### src/rtl/core/pidc_pkg.sv
package pidc_pkg;

    // Field and arithmetic widths
    localparam int DATA_WIDTH   = 16;
    localparam int SUM_WIDTH    = 32;
    localparam int GAIN_W       = 16;
    localparam int TARGET_W     = 16;
    localparam int LIMIT_W      = 15;
    localparam int RESCALE_BITS = 8;

    localparam int ERR_W  = ((DATA_WIDTH > TARGET_W) ? DATA_WIDTH : TARGET_W) + 1;
    localparam int DIFF_W = ERR_W + 1;

    localparam int PROD_P_W = GAIN_W + ERR_W;
    localparam int PROD_I_W = GAIN_W + SUM_WIDTH;
    localparam int PROD_D_W = GAIN_W + DIFF_W;
    localparam int PROD_MAX_W =
        (PROD_I_W > PROD_D_W) ? PROD_I_W : PROD_D_W;
    localparam int ACC_W = PROD_MAX_W + 2;
    localparam int VAL_W = ACC_W - RESCALE_BITS;

    // Reset values
    localparam logic [TARGET_W-1:0] TARGET_RESET = TARGET_W'(3840);  // 15.0
    localparam logic [LIMIT_W-1:0]  LIMIT_RESET  = LIMIT_W'(25600);  // 100.0

    // Config port
    localparam int APB_ADDR_W = 5;
    localparam int APB_DATA_W = 32;
    localparam int REG_IDX_W  = APB_ADDR_W - 2;

    typedef enum logic [REG_IDX_W-1:0] {
        REG_GAIN_PROP    = 3'd0,
        REG_GAIN_INTEG   = 3'd1,
        REG_GAIN_DERIV   = 3'd2,
        REG_TARGET_VALUE = 3'd3,
        REG_DRIVE_LIMIT  = 3'd4
    } pidc_reg_t;

    // Queue between front and back
    localparam int QUEUE_DEPTH = 2;
    localparam int QPTR_W      = (QUEUE_DEPTH > 1) ? $clog2(QUEUE_DEPTH) : 1;
    localparam int QCNT_W      = $clog2(QUEUE_DEPTH + 1);

    typedef struct packed {
        logic signed [ERR_W-1:0]     err;
        logic signed [SUM_WIDTH-1:0] sum;
        logic signed [DIFF_W-1:0]    diff;
    } pidc_work_t;

    typedef struct packed {
        logic full;
        logic empty;
    } pidc_qstat_t;

    typedef struct packed {
        logic signed [GAIN_W-1:0] kp;
        logic signed [GAIN_W-1:0] ki;
        logic signed [GAIN_W-1:0] kd;
        logic [LIMIT_W-1:0]       limit;
    } pidc_gains_t;

endpackage

### src/rtl/core/pid_controller_with_clamp.sv
// PID controller with symmetric output clamp, signed Q8.8 throughout.
//
// Sample channel: measured with sample_valid / sample_stall. One beat per
// cycle is taken while sample_stall stays low; a beat is accepted when
// sample_valid is high and sample_stall is low.
// Result channel: drive and clamped with result_valid / result_stall.
// Path: an accepted sample is written to a queue entry, then moves to the
// product register, then to the output register that drives result_valid.
// Throughput: one beat per cycle, sustained; the front never waits on the
// back unless the two-entry queue fills.
// Stall: when result_stall holds, the output register keeps its beat, the
// product stage and the queue fill, and sample_stall rises once the queue
// is full. No beat is dropped or repeated.
// Reset (rst_n low, async): integrator and previous error go to zero,
// gains to 0, target to 15.0, drive limit to 100.0; all valids clear.
// Config: APB, always ready, registers at 4*index; write only while the
// block holds no beat in flight.
module pid_controller_with_clamp
    import pidc_pkg::*;
(
    input  logic                         clk,
    input  logic                         rst_n,

    input  logic                         sample_valid,
    output logic                         sample_stall,
    input  logic signed [DATA_WIDTH-1:0] measured,

    output logic                         result_valid,
    input  logic                         result_stall,
    output logic signed [DATA_WIDTH-1:0] drive,
    output logic                         clamped,

    input  logic                         psel,
    input  logic                         penable,
    input  logic                         pwrite,
    input  logic [APB_ADDR_W-1:0]        paddr,
    input  logic [APB_DATA_W-1:0]        pwdata,
    output logic [APB_DATA_W-1:0]        prdata,
    output logic                         pready
);

    // Config registers
    logic signed [GAIN_W-1:0]   gain_prop_reg, gain_prop_next;
    logic signed [GAIN_W-1:0]   gain_integ_reg, gain_integ_next;
    logic signed [GAIN_W-1:0]   gain_deriv_reg, gain_deriv_next;
    logic signed [TARGET_W-1:0] target_value_reg, target_value_next;
    logic [LIMIT_W-1:0]         drive_limit_reg, drive_limit_next;

    logic        cfg_wr;
    pidc_reg_t   reg_idx;

    // Front/back plumbing
    pidc_qstat_t qstat;
    pidc_work_t  work;
    pidc_work_t  head;
    logic        push;
    logic        pop;
    pidc_gains_t gains;

    assign pready  = 1'b1;
    assign cfg_wr  = psel && penable && pwrite && pready;
    assign reg_idx = pidc_reg_t'(paddr[APB_ADDR_W-1:2]);

    always_comb
    begin
        gain_prop_next    = gain_prop_reg;
        gain_integ_next   = gain_integ_reg;
        gain_deriv_next   = gain_deriv_reg;
        target_value_next = target_value_reg;
        drive_limit_next  = drive_limit_reg;
        if (cfg_wr)
        begin
            case (reg_idx)
                REG_GAIN_PROP:    gain_prop_next    = pwdata[GAIN_W-1:0];
                REG_GAIN_INTEG:   gain_integ_next   = pwdata[GAIN_W-1:0];
                REG_GAIN_DERIV:   gain_deriv_next   = pwdata[GAIN_W-1:0];
                REG_TARGET_VALUE: target_value_next = pwdata[TARGET_W-1:0];
                REG_DRIVE_LIMIT:  drive_limit_next  = pwdata[LIMIT_W-1:0];
                default:          ; // unmapped address, write dropped
            endcase
        end
    end

    // Readback: raw register bits, zero-extended
    always_comb
    begin
        case (reg_idx)
            REG_GAIN_PROP:    prdata = APB_DATA_W'(unsigned'(gain_prop_reg));
            REG_GAIN_INTEG:   prdata = APB_DATA_W'(unsigned'(gain_integ_reg));
            REG_GAIN_DERIV:   prdata = APB_DATA_W'(unsigned'(gain_deriv_reg));
            REG_TARGET_VALUE: prdata = APB_DATA_W'(unsigned'(target_value_reg));
            REG_DRIVE_LIMIT:  prdata = APB_DATA_W'(drive_limit_reg);
            default:          prdata = '0;
        endcase
    end

    always_ff @(posedge clk or negedge rst_n)
    begin
        if (!rst_n)
        begin
            gain_prop_reg    <= '0;
            gain_integ_reg   <= '0;
            gain_deriv_reg   <= '0;
            target_value_reg <= TARGET_RESET;
            drive_limit_reg  <= LIMIT_RESET;
        end
        else
        begin
            gain_prop_reg    <= gain_prop_next;
            gain_integ_reg   <= gain_integ_next;
            gain_deriv_reg   <= gain_deriv_next;
            target_value_reg <= target_value_next;
            drive_limit_reg  <= drive_limit_next;
        end
    end

    assign gains.kp    = gain_prop_reg;
    assign gains.ki    = gain_integ_reg;
    assign gains.kd    = gain_deriv_reg;
    assign gains.limit = drive_limit_reg;

    // Front: error, integrator, derivative difference
    pidc_front u_front (
        .clk          (clk),
        .rst_n        (rst_n),
        .sample_valid (sample_valid),
        .measured     (measured),
        .sample_stall (sample_stall),
        .target       (target_value_reg),
        .qstat        (qstat),
        .push         (push),
        .work         (work)
    );

    // Decoupling queue
    pidc_queue u_queue (
        .clk       (clk),
        .rst_n     (rst_n),
        .push      (push),
        .push_data (work),
        .pop       (pop),
        .head      (head),
        .qstat     (qstat)
    );

    // Back: gain products, rescale, clamp
    pidc_back u_back (
        .clk          (clk),
        .rst_n        (rst_n),
        .qstat        (qstat),
        .head         (head),
        .pop          (pop),
        .gains        (gains),
        .result_valid (result_valid),
        .result_stall (result_stall),
        .drive        (drive),
        .clamped      (clamped)
    );

`ifndef SYNTHESIS
    logic signed [LIMIT_W:0] lim_chk;
    assign lim_chk = {1'b0, drive_limit_reg};

    // drive never leaves the clamp window
    a_drive_in_window: assert property (@(posedge clk) disable iff (!rst_n)
        result_valid |-> ($signed(drive) <= lim_chk && $signed(drive) >= -lim_chk))
        else $error("drive outside clamp window");

    // a clamped beat sits exactly on one of the bounds
    a_clamp_on_bound: assert property (@(posedge clk) disable iff (!rst_n)
        (result_valid && clamped) |->
            ($signed(drive) == lim_chk || $signed(drive) == -lim_chk))
        else $error("clamped beat not on a bound");

    // front only pushes into a queue with room
    a_no_overflow: assert property (@(posedge clk) disable iff (!rst_n)
        push |-> !qstat.full)
        else $error("queue overflow");
`endif

endmodule

### src/rtl/core/pidc_front.sv
// Error, saturating integrator and derivative difference; one beat a cycle while the queue has room.
module pidc_front
    import pidc_pkg::*;
(
    input  logic                         clk,
    input  logic                         rst_n,
    input  logic                         sample_valid,
    input  logic signed [DATA_WIDTH-1:0] measured,
    output logic                         sample_stall,
    input  logic signed [TARGET_W-1:0]   target,
    input  pidc_qstat_t                  qstat,
    output logic                         push,
    output pidc_work_t                   work
);

    localparam logic signed [SUM_WIDTH-1:0] SUM_MAX = {1'b0, {(SUM_WIDTH-1){1'b1}}};
    localparam logic signed [SUM_WIDTH-1:0] SUM_MIN = {1'b1, {(SUM_WIDTH-1){1'b0}}};

    logic signed [ERR_W-1:0]     last_error_reg, last_error_next;
    logic signed [SUM_WIDTH-1:0] error_sum_reg, error_sum_next;
    logic signed [ERR_W-1:0]     err;
    logic signed [SUM_WIDTH:0]   sum_wide;
    logic signed [SUM_WIDTH-1:0] sum_sat;
    logic signed [DIFF_W-1:0]    diff;

    assign sample_stall = qstat.full;
    assign push         = sample_valid && !qstat.full;

    always_comb
    begin
        err      = ERR_W'(measured) - ERR_W'(target);
        sum_wide = (SUM_WIDTH+1)'(error_sum_reg) + (SUM_WIDTH+1)'(err);
        if (sum_wide[SUM_WIDTH] != sum_wide[SUM_WIDTH-1])
            sum_sat = sum_wide[SUM_WIDTH] ? SUM_MIN : SUM_MAX;
        else
            sum_sat = sum_wide[SUM_WIDTH-1:0];
        diff = DIFF_W'(err) - DIFF_W'(last_error_reg);

        last_error_next = last_error_reg;
        error_sum_next  = error_sum_reg;
        if (push)
        begin
            last_error_next = err;
            error_sum_next  = sum_sat;
        end

        work.err  = err;
        work.sum  = sum_sat;
        work.diff = diff;
    end

    always_ff @(posedge clk or negedge rst_n)
    begin
        if (!rst_n)
        begin
            last_error_reg <= '0;
            error_sum_reg  <= '0;
        end
        else
        begin
            last_error_reg <= last_error_next;
            error_sum_reg  <= error_sum_next;
        end
    end

endmodule

### src/rtl/core/pidc_queue.sv
// Small FIFO of work beats between front and back.
module pidc_queue
    import pidc_pkg::*;
(
    input  logic        clk,
    input  logic        rst_n,
    input  logic        push,
    input  pidc_work_t  push_data,
    input  logic        pop,
    output pidc_work_t  head,
    output pidc_qstat_t qstat
);

    pidc_work_t          entry_reg [QUEUE_DEPTH];
    logic [QPTR_W-1:0]   wr_ptr_reg, wr_ptr_next;
    logic [QPTR_W-1:0]   rd_ptr_reg, rd_ptr_next;
    logic [QCNT_W-1:0]   count_reg, count_next;

    function automatic logic [QPTR_W-1:0] ptr_inc(input logic [QPTR_W-1:0] p);
        if (p == QPTR_W'(QUEUE_DEPTH - 1))
            return '0;
        return p + 1'b1;
    endfunction

    assign head        = entry_reg[rd_ptr_reg];
    assign qstat.full  = (count_reg == QCNT_W'(QUEUE_DEPTH));
    assign qstat.empty = (count_reg == '0);

    always_comb
    begin
        wr_ptr_next = push ? ptr_inc(wr_ptr_reg) : wr_ptr_reg;
        rd_ptr_next = pop ? ptr_inc(rd_ptr_reg) : rd_ptr_reg;
        count_next  = count_reg;
        if (push && !pop)
            count_next = count_reg + 1'b1;
        else if (pop && !push)
            count_next = count_reg - 1'b1;
    end

    always_ff @(posedge clk or negedge rst_n)
    begin
        if (!rst_n)
        begin
            wr_ptr_reg <= '0;
            rd_ptr_reg <= '0;
            count_reg  <= '0;
        end
        else
        begin
            wr_ptr_reg <= wr_ptr_next;
            rd_ptr_reg <= rd_ptr_next;
            count_reg  <= count_next;
        end
    end

    always_ff @(posedge clk)
    begin
        if (push)
            entry_reg[wr_ptr_reg] <= push_data;
    end

endmodule

### src/rtl/core/pidc_back.sv
// Product stage, then sum/rescale/clamp into the output register.
module pidc_back
    import pidc_pkg::*;
(
    input  logic                         clk,
    input  logic                         rst_n,
    input  pidc_qstat_t                  qstat,
    input  pidc_work_t                   head,
    output logic                         pop,
    input  pidc_gains_t                  gains,
    output logic                         result_valid,
    input  logic                         result_stall,
    output logic signed [DATA_WIDTH-1:0] drive,
    output logic                         clamped
);

    logic                         prod_valid_reg, prod_valid_next;
    logic signed [PROD_P_W-1:0]   prod_p_reg;
    logic signed [PROD_I_W-1:0]   prod_i_reg;
    logic signed [PROD_D_W-1:0]   prod_d_reg;
    logic                         out_valid_reg, out_valid_next;
    logic signed [DATA_WIDTH-1:0] drive_reg;
    logic                         clamped_reg;

    logic                         out_load;
    logic                         prod_load;
    logic signed [ACC_W-1:0]      acc;
    logic signed [VAL_W-1:0]      val;
    logic signed [VAL_W-1:0]      lim_pos;
    logic signed [VAL_W-1:0]      lim_neg;
    logic signed [VAL_W-1:0]      val_clip;
    logic                         clip;

    assign out_load  = !out_valid_reg || !result_stall;
    assign prod_load = !prod_valid_reg || out_load;
    assign pop       = prod_load && !qstat.empty;

    always_comb
    begin
        acc = ACC_W'(prod_p_reg) + ACC_W'(prod_i_reg) + ACC_W'(prod_d_reg);
        // arithmetic shift: floor toward minus infinity
        val     = VAL_W'(acc >>> RESCALE_BITS);
        lim_pos = VAL_W'(gains.limit);
        lim_neg = -lim_pos;
        if (val > lim_pos)
        begin
            val_clip = lim_pos;
            clip     = 1'b1;
        end
        else if (val < lim_neg)
        begin
            val_clip = lim_neg;
            clip     = 1'b1;
        end
        else
        begin
            val_clip = val;
            clip     = 1'b0;
        end

        prod_valid_next = prod_load ? pop : prod_valid_reg;
        out_valid_next  = out_load ? prod_valid_reg : out_valid_reg;
    end

    always_ff @(posedge clk or negedge rst_n)
    begin
        if (!rst_n)
        begin
            prod_valid_reg <= 1'b0;
            out_valid_reg  <= 1'b0;
        end
        else
        begin
            prod_valid_reg <= prod_valid_next;
            out_valid_reg  <= out_valid_next;
        end
    end

    always_ff @(posedge clk)
    begin
        if (pop)
        begin
            prod_p_reg <= gains.kp * head.err;
            prod_i_reg <= gains.ki * head.sum;
            prod_d_reg <= gains.kd * head.diff;
        end
        if (out_load && prod_valid_reg)
        begin
            drive_reg   <= DATA_WIDTH'(val_clip);
            clamped_reg <= clip;
        end
    end

    assign result_valid = out_valid_reg;
    assign drive        = drive_reg;
    assign clamped      = clamped_reg;

endmodule

### config.mk
export PLATFORM = sky130hd
export DESIGN_NAME = pid_controller_with_clamp
export DESIGN_NICKNAME = d
export VERILOG_FILES = /design/src/rtl/core/pidc_pkg.sv /design/src/rtl/core/pid_controller_with_clamp.sv /design/src/rtl/core/pidc_front.sv /design/src/rtl/core/pidc_queue.sv /design/src/rtl/core/pidc_back.sv
export SDC_FILE = /design/constraint.sdc
export NUM_CORES = 2
export LEC_CHECK = 0
export BUFFER_PORTS_ARGS = -buffer_cell sky130_fd_sc_hd__clkbuf_2
export CAP_MARGIN = 30
export CORE_ASPECT_RATIO = 1.75
export CORE_MARGIN = 8
export CORE_UTILIZATION = 35
export DETAILED_ROUTE_END_ITERATION = 10
export SLEW_MARGIN = 20
export SYNTH_ARGS = -nofsm -noshare
export SYNTH_HDL_FRONTEND = slang
export SYNTH_HIERARCHICAL = 1
export SYNTH_SLANG_ARGS = --single-unit
### constraint.sdc
create_clock -name clk -period 10.75 [get_ports clk]
set_clock_uncertainty 0.2 [all_clocks]
set_input_delay 1.6125 -clock clk [delete_from_list [all_inputs] [get_ports clk]]
set_output_delay 1.6125 -clock clk [all_outputs]
set_load 0.01 [all_outputs]
* Yosys cells after proc, flatten, opt, wreduce, memory -nomap -nowiden
Memory sizes are Yosys's and may differ from the RTL's.
Cells that the tools add are included.
** Cells by class
- $add $sub $neg :: 10
- Equal/unequal tests :: 6
- Mux-type cells :: 16
- Magnitude comparators :: 2
- Reduce and logical (&&, ||, !) cells :: 24
- Multiply operators :: 3
** Operators by type and width (count)
- $pmux W16 S5 :: 1
- $mux W32 :: 2
- $add A49 B34 Y50 :: 1
- $add A33 B48 Y49 :: 1
- $mul A16 B32 Y48 :: 1
- $gt A42 B16 Y1 :: 1
- $lt A42 B42 Y1 :: 1
- $neg A15 Y42 :: 1
- $mul A16 B18 Y34 :: 1
- $add A32 B17 Y33 :: 1
- $mul A16 B17 Y33 :: 1
- $sub A17 B17 Y18 :: 1
- $sub A16 B16 Y17 :: 1
- $mux W16 :: 1
- $mux W15 :: 1
- $reduce_and A2 Y1 :: 5
- $mux W1 :: 9
- $logic_and A1 B1 Y1 :: 7
- $logic_not A1 Y1 :: 7
- $eq A3 B2 Y1 const B :: 2
- $mux W2 :: 2
- $eq A3 B1 Y1 const B :: 1
- $eq A3 B3 Y1 const B :: 1
- $logic_not A3 Y1 :: 1
- 8 further kinds :: 10
** Storage, ports and cells
- Logic and storage cells :: 80
- Memories kept :: 1
- RAM bits :: 134
- Input bits :: 60
- Bits in registers :: 266
** Memories
- u_queue.entry_reg :: depth 2, width 67, read ports 1, clocked after Yosys merged registers in 0, write ports 1, line pidc_queue.sv:14 : pidc_work_t entry_reg [QUEUE_DEPTH];

* Longest topological paths before layout
- Depth in word-level cells :: 7
- Depth in mapped cells :: 30
- Depth with buffers taken out :: 26

* By module
The synthesis kept the hierarchy.
** By module, submodules not included
- pidc_back :: sequential area each 4013.8 µm², cells an instance 5297, instances 1, area each 48841.8 µm²
- pidc_front :: sequential area each 1226.2 µm², cells an instance 700, instances 1, area each 5395.2 µm²
- pidc_queue :: sequential area each 4124.0 µm², cells an instance 225, instances 1, area each 5112.4 µm²
- pid_controller_with_clamp :: sequential area each 1985.7 µm², cells an instance 270, instances 1, area each 3794.9 µm²

* Worst setup path before layout
OpenSTA, ideal clock, no wires.
- Path kind :: input to register
- Start point :: in result_stall
- End point :: reg u_queue.count_reg[1]
- Setup slack :: 1.467 ns
- Arrival time :: 9.004 ns
- Path buffers :: 0
- Data required time :: 10.471 ns
- Cell stages on the path :: 5
- Setup time :: 0.079 ns
- Cell sequence :: a31oi_1 inv_1 ha_1 nor2_1 xor2_1
** On the way
- Word-level cells in the longest chain between the ends :: 7
- Elaborated cells on any way between the ends :: 9
** RTL lines
- from (decl) :: line pid_controller_with_clamp.sv:29 : input logic result_stall,
- $logic_not A1 Y1 * :: line pidc_back.sv:34 : assign out_load = !out_valid_reg || !result_stall;
- $logic_or A1 B1 Y1 * :: line pidc_back.sv:34
- $logic_or A1 B1 Y1 * :: line pidc_back.sv:35 : assign prod_load = !prod_valid_reg || out_load;
- $logic_and A1 B1 Y1 * :: line pidc_back.sv:36 : assign pop = prod_load && !qstat.empty;
- $logic_not A1 Y1 :: line pidc_queue.sv:34 : if (push && !pop)
- $logic_and A1 B1 Y1 :: line pidc_queue.sv:34
- $mux W2 or $reduce_bool A2 Y1 (tied branches)
- to (signal assigned) :: line pidc_queue.sv:52 : count_reg <= count_next;
- to (decl) :: line pidc_queue.sv:17 : logic [QCNT_W-1:0] count_reg, count_next;
Every way passes the cells marked *; elsewhere a longest branch is shown, timed or not.
A chain may end at the register's enable or synchronous reset.

==> flow_metrics.py <==
metrics = {
    "logic_synthesis": {
        "syn_inst": 6492,
        "synth_ff_type": "edfxtp_1",
        "synth_area_um2": 63100,
        "ys.warnings.count": 6,
        "ys_types": 106,
        "ys_ff_latch": 400,
        "async_reset_ff_share_pct": 33.5,
        "syn_avg_cell_area_um2": 9.73,
        "synth.largest_area_cell": "fa_1",
        "synth_top_area_share_pct": 34.9,
        "seq_area_frac_synth_pct": 18.0,
        "ys_top_cells_by_area": "fa_1 (35%), edfxtp_1 (13%), ha_1 (9.0%)",
        "synth_edf_count": 266,
    },
    "critical_path": {
        "cp.required_ns": 10.90,
        "crit_family": "adder cells",
        "cp_slowest_cell": "dfrtp_4",
        "end_kind": "register",
        "crit_chain": "buf_4 -> mux2_2 -> nand2b_1 -> fa_1 -> fa_1 -> inv_1 -> fa_1 -> fa_1 -> fa_1 -> inv_1 -> fa_1 -> inv_1 -> ha_1 -> and3_1 -> a221o_1 -> a21oi_1 -> o311a_1 -> o21ai_0 -> a2111oi_0 -> o31ai_1 -> o41ai_1 -> o21ai_0 -> a21oi_1 -> xnor2_1",
        "start_kind": "register",
        "crit_top_cell": "fa_1",
        "crit_type": "register to register",
        "cpPeakStageDelay_ns": 0.85,
        "arrival_ns": 9.18,
        "critPathMaxFanout": 39,
        "r2r_cells": 24,
        "cp_num_cells": 24,
        "ff2ff_setup_slack_ns": 1.72,
        "path_buf_inv": 4,
    },
    "grt": {
        "overflow": 0,
        "antenna_found_initial": 9,
        "grt_use_total_pct": 18.8,
        "grt_start_max_net_pins": 75,
        "grt_pass1_vias": 51318,
        "grt_pass1_wl_mm": 284,
    },
    "routing": {
        "wl_per_cell_um": 20.4,
        "drt-initial-drc-count": 2093,
        "drt_pass1_iterations": 5,
        "ant_nets": 0,
        "routed-via-count": 45464,
        "via_per_inst": 5.13,
        "drt_wl_total_mm": 181,
        "drc": 0,
    },
    "clocking": {
        "cts.sinks": 400,
        "h-tree-depth": 2,
        "cts_hold_buf": 0,
        "path_clk_slew_ns": 0.06,
        "cts_tree": "done",
        "clk_latency_ns": 0.61,
        "post_cts_buffers": 0,
        "root_buffer": "clkbuf_16",
        "cts_resized": 0,
        "clk_path_buf_depth": 3,
        "numCtsBuffers": 40,
    },
    "finish": {
        "multi_input_area_um2": 45800,
        "largest_reg_flops": 134,
        "seq_area_um2": 11400,
        "area_delta_synth_final_pct": 6.71,
        "fillCellCount": 17937,
        "fin_area_um2": 67400,
        "drive_above_1_share_pct": 7.12,
        "finalNetCount": 8058,
    },
    "hold_path": {
        "hold_depth": 2,
        "hold_path.class": "register to register",
    },
    "sta": {
        "rsz0062_at_grt": "false",
        "fmax_mhz": 111,
        "hold_violations": 0,
        "final.min_clock_period_ns": 9.03,
        "max_slew.worst_pin.slew_ns": 1.04,
        "finalSetupViolCount": 0,
        "relSlewSlack_pct": 30.5,
        "slew_violations": 0,
        "setup_tns_ns": 0,
        "period_share_pct": 84.0,
    },
    "placed_design": {
        "finalWeightedCongestion": 0.909,
        "place_area_um2": 66000,
        "dp_hpwl_mm": 147,
        "port_buffers": 76,
    },
    "die": {
        "die_area_um2": 195000,
        "core_area_um2": 180000,
        "die_x_um": 337,
        "rows": 206,
        "ios": 112,
        "start_util_pct": 35.1,
        "die-height_um": 578,
    },
    "status": {
        "status": "finished clean",
    },
    "run": {
        "maxCapViolCount": 0,
    },
}
[cell families after synthesis]
logic type | synth area share (%)
AO/OA/AOI/OAI | 8.03
XOR/XNOR | 3.13
adder cells (fa/ha/maj) | 44.0
buffers and inverters | 9.69
flip-flops | 18.0
multiplexers | 3.48
other | 0.0119
AND/OR/NAND/NOR | 13.7
[tightest hold or removal path: stages (launching register included)]
cell and delay, ns:
dfrtp_1 0.34, nand2_1 0.04, o21ai_0 0.06
[area by class of cell]
class / count / area share [%]
diodes: 5 / 0.0186
clock inverters: 19 / 0.362
clock buffers: 55 / 1.57
flip-flops and latches: 400 / 16.9
inverters: 1305 / 7.27
repair buffers: 160 / 1.55
multi-input cells: 4533 / 67.9
well taps: 2392 / 4.44
[synth_stat cells (all sizes together) (36+ instances only)]
cell / n
nor2: 195
edfxtp: 266
a21oi: 209
nand2: 785
and2: 417
xnor2: 160
a21o: 104
fa: 1102
nand4: 36
ha: 456
mux2: 173
inv: 1303
o21ai: 155
buf: 61
nand3: 57
a31oi: 42
dfrtp: 127
nor3: 84
xor2: 65
nand2b: 45
clkbuf: 208
[stage by stage]
step	hold WS, ns	setup WS (ns)	utilization [%]	cells
floorplan	0.250	1.47	-	6507
global placement	0.267	1.86	36.7	8775
detailed placement	0.279	1.77	36.7	8784
CTS	0.289	1.71	37.5	8858
global route	0.321	1.22	37.5	8868
finish	0.283	1.72	37.5	8869
[metal layers]
| metal | GRT usage (%) | vias to the layer above | share of wire, % |
|---|---|---|---|
| li1 | - | 20271 | - |
| met1 | 18.0 | 23278 | 32 |
| met2 | 35.0 | 1306 | 53 |
| met3 | 1.71 | 609 | 3.7 |
| met4 | 17.3 | 0 | 11 |
| met5 | 0 | - | 0 |
[placed cells by master, fill, tap and decap left out, drive strengths merged, types with 18 or more instances in the layout]
cell type  instances
a21oi            209
nand2            785
o21bai            35
clkbuf           132
and3              33
fa              1102
and2             417
mux2             173
nor3              84
nand4             36
a211oi            24
xnor2            160
o21a              30
or3               32
o21ai            155
inv             1306
o211ai            18
nand3             57
xor2              65
nor4              29
ha               456
edfxtp           266
nand2b            45
a21o             104
nor2             195
dfrtp            127
nor2b             33
a31oi             42
buf               83
[final timing paths]
path | from | endpoint
min in group asynchronous | rst_n | u_queue/wr_ptr_reg
max in group asynchronous | rst_n | gain_integ_reg[9]
max | u_queue/rd_ptr_reg | u_back/prod_d_reg[33]
min reg2reg | u_front/last_error_reg[1] | u_front/last_error_reg[1]
min | u_front/last_error_reg[1] | u_front/last_error_reg[1]
max reg2reg | u_queue/rd_ptr_reg | u_back/prod_d_reg[33]
Power is left out: the tool's default activity adds up to more than one toggle a clock period on the data nets, which glitch-free logic cannot reach.
